--- src/rtl/next_fit_heap_allocator_unit_assert.svh ---
// assertion macros for the next-fit heap allocator
// used by the top level; expects clk and rst_n in scope
`ifndef NEXT_FIT_HEAP_ALLOCATOR_UNIT_ASSERT_SVH
`define NEXT_FIT_HEAP_ALLOCATOR_UNIT_ASSERT_SVH
`ifndef ASSERT_OFF
`define NFHA_ASSERT_IMP(lbl, pre, post, msg) \
    lbl: assert property (@(posedge clk) disable iff (!rst_n) (pre) |-> (post)) \
        else $error(msg);
`define NFHA_ASSERT_NXT(lbl, pre, post, msg) \
    lbl: assert property (@(posedge clk) disable iff (!rst_n) (pre) |=> (post)) \
        else $error(msg);
`else
`define NFHA_ASSERT_IMP(lbl, pre, post, msg)
`define NFHA_ASSERT_NXT(lbl, pre, post, msg)
`endif
`endif

--- src/rtl/nfha_pkg.sv ---
// shared types and constants of the next-fit heap allocator
// no dependencies
`timescale 1ns / 1ps
package nfha_pkg;

    localparam int HEAP_WORDS_DEF = 4096;
    localparam int NEED_W = 13;
    localparam int REQ_W = 14;
    localparam int ADDR_W = 32;
    localparam int GB_W = 15;
    localparam int ST_W = 3;
    localparam int CFG_IDX_W = 1;

    localparam logic [ST_W-1:0] ST_OK = 3'd0;
    localparam logic [ST_W-1:0] ST_NOSPACE = 3'd1;
    localparam logic [ST_W-1:0] ST_CORRUPT = 3'd2;
    localparam logic [ST_W-1:0] ST_INVALID = 3'd3;
    localparam logic [ST_W-1:0] ST_DOUBLE = 3'd4;
    localparam logic [ST_W-1:0] ST_DISABLED = 3'd5;

    localparam logic [CFG_IDX_W-1:0] CFG_HEAP_READY = 1'd0;
    localparam logic [CFG_IDX_W-1:0] CFG_HEAP_BASE = 1'd1;

    typedef enum logic [4:0] {
        OP_NOP,
        OP_CLR,
        OP_START,
        OP_WRAP,
        OP_RD_IDX,
        OP_ADV,
        OP_TAKE,
        OP_SPLIT,
        OP_RD_W,
        OP_OWN,
        OP_RD_NXT,
        OP_MERGE_N,
        OP_WR_W,
        OP_WALK,
        OP_MERGE_P,
        OP_CLR_W,
        OP_FINISH
    } dp_op_t;

    typedef struct packed {
        dp_op_t          op;
        logic [ST_W-1:0] code;
    } cmd_t;

    typedef struct packed {
        logic clr_done;
        logic heap_ready;
        logic is_free;
        logic free_ok;
        logic idx_ok;
        logic pass2;
        logic hdr_valid;
        logic hdr_used;
        logic hdr_zero;
        logic hdr_small;
        logic nxt_ok;
        logic w_zero;
        logic walk_ok;
        logic prev_used;
    } stat_t;

endpackage

--- src/rtl/nfha_controller.sv ---
// controller: sequences clearing, allocation search and free merging
// depends on nfha_pkg; commands nfha_datapath
`timescale 1ns / 1ps
module nfha_controller (
    input  logic                  clk,
    input  logic                  rst_n,
    input  nfha_pkg::stat_t       stat,
    output nfha_pkg::cmd_t        cmd,
    input  logic                  req_valid,
    output logic                  req_ready,
    output logic                  rsp_valid,
    input  logic                  rsp_ready
);

    typedef enum logic [14:0] {
        S_CLEAR    = 15'b000000000000001,
        S_IDLE     = 15'b000000000000010,
        S_DISPATCH = 15'b000000000000100,
        S_A_RD     = 15'b000000000001000,
        S_A_CHK    = 15'b000000000010000,
        S_A_SPLIT  = 15'b000000000100000,
        S_F_HW     = 15'b000000001000000,
        S_F_NXT    = 15'b000000010000000,
        S_F_NCHK   = 15'b000000100000000,
        S_F_WRW    = 15'b000001000000000,
        S_F_WRD    = 15'b000010000000000,
        S_F_WCHK   = 15'b000100000000000,
        S_F_PREV   = 15'b001000000000000,
        S_F_CLRW   = 15'b010000000000000,
        S_DONE     = 15'b100000000000000
    } state_t;

    state_t                    state_reg, state_next;
    logic [nfha_pkg::ST_W-1:0] code_reg, code_next;
    logic                      rsp_valid_reg, rsp_valid_next;

    always_comb
    begin
        state_next     = state_reg;
        code_next      = code_reg;
        rsp_valid_next = rsp_valid_reg & ~rsp_ready;
        cmd.op         = nfha_pkg::OP_NOP;
        cmd.code       = code_reg;
        req_ready      = 1'b0;
        case (state_reg)
            S_CLEAR:
            begin
                cmd.op = nfha_pkg::OP_CLR;
                if (stat.clr_done)
                begin
                    state_next = S_IDLE;
                end
            end
            S_IDLE:
            begin
                req_ready = 1'b1;
                if (req_valid)
                begin
                    cmd.op     = nfha_pkg::OP_START;
                    state_next = S_DISPATCH;
                end
            end
            S_DISPATCH:
            begin
                if (!stat.heap_ready)
                begin
                    code_next  = nfha_pkg::ST_DISABLED;
                    state_next = S_DONE;
                end
                else if (!stat.is_free)
                begin
                    state_next = S_A_RD;
                end
                else if (!stat.free_ok)
                begin
                    code_next  = nfha_pkg::ST_INVALID;
                    state_next = S_DONE;
                end
                else
                begin
                    cmd.op     = nfha_pkg::OP_RD_W;
                    state_next = S_F_HW;
                end
            end
            S_A_RD:
            begin
                if (stat.idx_ok)
                begin
                    cmd.op     = nfha_pkg::OP_RD_IDX;
                    state_next = S_A_CHK;
                end
                else if (!stat.pass2)
                begin
                    // second pass from word zero up to the rover
                    cmd.op = nfha_pkg::OP_WRAP;
                end
                else
                begin
                    code_next  = nfha_pkg::ST_NOSPACE;
                    state_next = S_DONE;
                end
            end
            S_A_CHK:
            begin
                if (stat.hdr_zero)
                begin
                    code_next  = nfha_pkg::ST_CORRUPT;
                    state_next = S_DONE;
                end
                else if (stat.hdr_used || stat.hdr_small)
                begin
                    cmd.op     = nfha_pkg::OP_ADV;
                    state_next = S_A_RD;
                end
                else
                begin
                    cmd.op     = nfha_pkg::OP_TAKE;
                    state_next = S_A_SPLIT;
                end
            end
            S_A_SPLIT:
            begin
                cmd.op     = nfha_pkg::OP_SPLIT;
                code_next  = nfha_pkg::ST_OK;
                state_next = S_DONE;
            end
            S_F_HW:
            begin
                if (!stat.hdr_valid)
                begin
                    code_next  = nfha_pkg::ST_INVALID;
                    state_next = S_DONE;
                end
                else if (!stat.hdr_used)
                begin
                    code_next  = nfha_pkg::ST_DOUBLE;
                    state_next = S_DONE;
                end
                else
                begin
                    cmd.op     = nfha_pkg::OP_OWN;
                    state_next = S_F_NXT;
                end
            end
            S_F_NXT:
            begin
                if (stat.nxt_ok)
                begin
                    cmd.op     = nfha_pkg::OP_RD_NXT;
                    state_next = S_F_NCHK;
                end
                else
                begin
                    state_next = S_F_WRW;
                end
            end
            S_F_NCHK:
            begin
                if (stat.hdr_used)
                begin
                    state_next = S_F_WRW;
                end
                else if (stat.hdr_zero)
                begin
                    code_next  = nfha_pkg::ST_CORRUPT;
                    state_next = S_DONE;
                end
                else
                begin
                    cmd.op     = nfha_pkg::OP_MERGE_N;
                    state_next = S_F_WRW;
                end
            end
            S_F_WRW:
            begin
                cmd.op    = nfha_pkg::OP_WR_W;
                code_next = nfha_pkg::ST_OK;
                state_next = stat.w_zero ? S_DONE : S_F_WRD;
            end
            S_F_WRD:
            begin
                if (stat.walk_ok)
                begin
                    cmd.op     = nfha_pkg::OP_RD_IDX;
                    state_next = S_F_WCHK;
                end
                else
                begin
                    state_next = S_F_PREV;
                end
            end
            S_F_WCHK:
            begin
                if (stat.hdr_zero)
                begin
                    code_next  = nfha_pkg::ST_CORRUPT;
                    state_next = S_DONE;
                end
                else
                begin
                    cmd.op     = nfha_pkg::OP_WALK;
                    state_next = S_F_WRD;
                end
            end
            S_F_PREV:
            begin
                if (!stat.prev_used)
                begin
                    cmd.op     = nfha_pkg::OP_MERGE_P;
                    state_next = S_F_CLRW;
                end
                else
                begin
                    state_next = S_DONE;
                end
            end
            S_F_CLRW:
            begin
                cmd.op     = nfha_pkg::OP_CLR_W;
                state_next = S_DONE;
            end
            S_DONE:
            begin
                // wait until the previous result has been taken
                if (!rsp_valid_reg || rsp_ready)
                begin
                    cmd.op         = nfha_pkg::OP_FINISH;
                    rsp_valid_next = 1'b1;
                    state_next     = S_IDLE;
                end
            end
            default:
            begin
                state_next = S_IDLE;
            end
        endcase
    end

    always_ff @(posedge clk or negedge rst_n)
    begin
        if (!rst_n)
        begin
            state_reg     <= S_CLEAR;
            code_reg      <= nfha_pkg::ST_OK;
            rsp_valid_reg <= 1'b0;
        end
        else
        begin
            state_reg     <= state_next;
            code_reg      <= code_next;
            rsp_valid_reg <= rsp_valid_next;
        end
    end

    assign rsp_valid = rsp_valid_reg;

endmodule

--- config.mk ---
export PLATFORM = sky130hd
export DESIGN_NAME = nfha_controller
export DESIGN_NICKNAME = d
export VERILOG_FILES = /design/src/rtl/next_fit_heap_allocator_unit_assert.svh /design/src/rtl/nfha_pkg.sv /design/src/rtl/nfha_controller.sv
export SDC_FILE = /design/constraint.sdc
export NUM_CORES = 1
export LEC_CHECK = 0
export ABC_AREA = 1
export BUFFER_PORTS_ARGS = -buffer_cell sky130_fd_sc_hd__buf_2
export CAP_MARGIN = 30
export CORE_ASPECT_RATIO = 0.7
export CORE_MARGIN = 2
export CORE_UTILIZATION = 43
export DETAILED_ROUTE_END_ITERATION = 8
export PLACE_DENSITY_LB_ADDON = 0.25
export SYNTH_ARGS = -nofsm -noshare
export SYNTH_HDL_FRONTEND = slang
export SYNTH_SLANG_ARGS = --single-unit
--- constraint.sdc ---
create_clock -name clk -period 1.95 [get_ports clk]
set_clock_uncertainty 0.15 [all_clocks]
set_input_delay 0.0975 -clock clk [delete_from_list [all_inputs] [get_ports clk]]
set_output_delay 0.0975 -clock clk [all_outputs]
set_load 0.01 [all_outputs]
==> flow_metrics.tcl <==
set metrics [dict create \
    max_freq_ghz 0.4579 \
    final_cell_mix "nand2_1 (43), inv_1 (38), nor2_1 (30)" \
    grt_pass1_wl_mm 7.410 \
    postPlaceCellArea_um2 1815 \
    synth_fp_nets 256 \
    place.port_buffers 27 \
    largest_register_ffs 15 \
    critPathLaunchType "flop" \
    num-nets-final 328 \
    vdd_drop_max_uv 520.3 \
    netlist_area_um2 1531 \
    dieArea_um2 4063 \
    slew_viol_final 0 \
    status "finished with violations" \
    coreArea_um2 3468 \
    avgViaCountPerCell 5.022 \
    die_w_um 75.33 \
    slew_headroom_pct 70.97 \
    crit_path_end_kind "output port" \
    violations "negative setup slack" \
    hpwl_mm 3.402 \
    ys_ff_latch 19 \
    p_leak_uw 0.001272 \
    syn_inst 238 \
    yosysWarnings 0 \
    overflow 0 \
    grtUsageTotal_pct 24.75 \
    dp_slack_ns 0.01770 \
    drt-initial-drc-count 119 \
    fin_crit_ns 2.184 \
    start_util_pct 44.16 \
    die_h_um 53.93 \
    synth_area_per_cell_um2 6.435 \
    syn2layout_area_growth_pct 50.00 \
    io_pins 28 \
    drive_gt1_share_pct 40.45 \
    antenna_found_initial 0 \
    ant_nets 0 \
    required_ns 1.70 \
    cp_max_fo 6 \
    n_antenna_cell 0 \
    worstPathArrival_ns 1.94 \
    fin_crit_sh_pct 112.0 \
    num_rows 18 \
    rrSetupSlack_ns -0.09 \
    hp-class "primary input to flop" \
    worst_pin_slew_ns 0.4321 \
    cts_buffers 3 \
    hold_viol_final 0 \
    cts_num_sinks 19 \
    post-route-drc-count 0 \
    vias 1803 \
    cts_tree "done" \
    power.density_nw_per_um2 734.7 \
    critPathKind "flop to output port" \
    fin_area_um2 2297 \
    cap_viol_max_count 0 \
    avgRoutedWirePerCell_um 13.90 \
    wl_mm 4.990 \
    cts_root_buffer "clkbuf_8" \
    htree_levels 1 \
    finalSetupViolations 10 \
    clkTransAtPathRegs_ns 0.07 \
    gp_congestion 0.9271 \
    final_common_cell "nand2_1" \
    rsz0062_at_grt "yes" \
    ys_types 25 \
    firstDrtPassIters 5 \
    setup_ws_ns -0.2340 \
    grt_max_degree 20 \
    grt_pass1_vias 1634 \
    clkLatencyLatePin_ns 0.26 \
    seq_area_frac_synth_pct 31.13 \
    clockBufferDepth 2 \
]
[layer usage]
layer  track usage [%]  share of wire, %
met1             37.20                46
met2             35.80                45
met3             5.618               6.6
met4             5.848               2.5
met5                 0                 0
[power by group]
part	internal (µW)	switching, µW	leakage, µW
Sequential	447	43.7	0.000249
Combinational	375	546	0.00100
Clock	145	131	0.0000228
[worst max-delay path, stage by stage (launching register included)]
cell,delay (ns)
dfrtp_1,0.41
nor2_2,0.13
nand2_2,0.11
nor2_4,0.25
buf_4,0.16
nand2_1,0.08
buf_4,0.16
nand2_1,0.08
a21oi_1,0.06
nand4_1,0.11
buf_2,0.14
[kinds of logic (layout without fill, tap and decap cells)]
group                  Yosys count  after routing  share of synthesized area, %
and+or+nand+nor                161            161                         52.78
AOI/OAI and AO/OA               13             13                         4.575
buffers and inverters           45            116                         11.52
DFF                             19             19                         31.13
[area by class of cell]
cell class	instances	area, µm²
Sequential cell	19	476.7
Clock buffer	4	45.04
Multi-Input combinational cell	174	1066
Timing Repair Buffer	68	478.0
Tap cell	50	62.56
Fill cell	312	1171
Inverter	44	168.9
[what timing repair did]
item                                    in CTS  in global routing
buffers inserted                            11                 10
hold buffers                                 8                  0
endpoints found under the setup margin       6                 11
resized for setup                           22                 34
pin swaps                                   11                 23
endpoints found under the hold margin       29                  0
[cells in the mapped netlist, drive strengths merged]
master | number | area, µm²
dfrtp | 18 | 450.4
nand3 | 29 | 177.7
nor2 | 55 | 264.0
nor3 | 7 | 35.03
buf | 1 | 11.26
clkinv | 1 | 3.750
a21oi | 2 | 10.01
nor4 | 2 | 12.51
inv | 43 | 161.4
nand4 | 8 | 56.30
or2 | 1 | 8.760
o22ai | 2 | 12.51
o21ai | 8 | 40.04
nand2 | 59 | 254.0
dfstp | 1 | 26.28
o21a | 1 | 7.510
[through the flow]
stage	util [%]	power (µW)	std cells	hold WS [ns]	setup TNS, ns
3_5_place_dp	52.34	1146	327	-0.07942	0
6_report	66.23	1688	359	0.02959	-1.044
3_3_place_gp	52.34	1149	327	-0.07866	0
2_1_floorplan	-	945.2	238	-0.3481	0
5_1_grt	66.23	1812	359	0.01905	-1.996
4_1_cts	60.57	1524	350	0.002562	-0.3667
[worst paths after layout]
check	start	endpoint	cells after the start
worst max register to register	state_reg[14]$_DFFE_PN0P_	state_reg[1]$_DFFE_PN0P_	11
worst min-delay path	stat[4]	state_reg[5]$_DFFE_PN0P_	3
min in group asynchronous	rst_n	code_reg[1]$_DFFE_PN0P_	2
worst min register to register	code_reg[2]$_DFFE_PN0P_	code_reg[2]$_DFFE_PN0P_	2
worst max-delay path	state_reg[14]$_DFFE_PN0P_	cmd[3]	10
max in group asynchronous	rst_n	state_reg[0]$_DFFE_PN1P_	2
No activity file was read; power rests on OpenSTA's default activity.
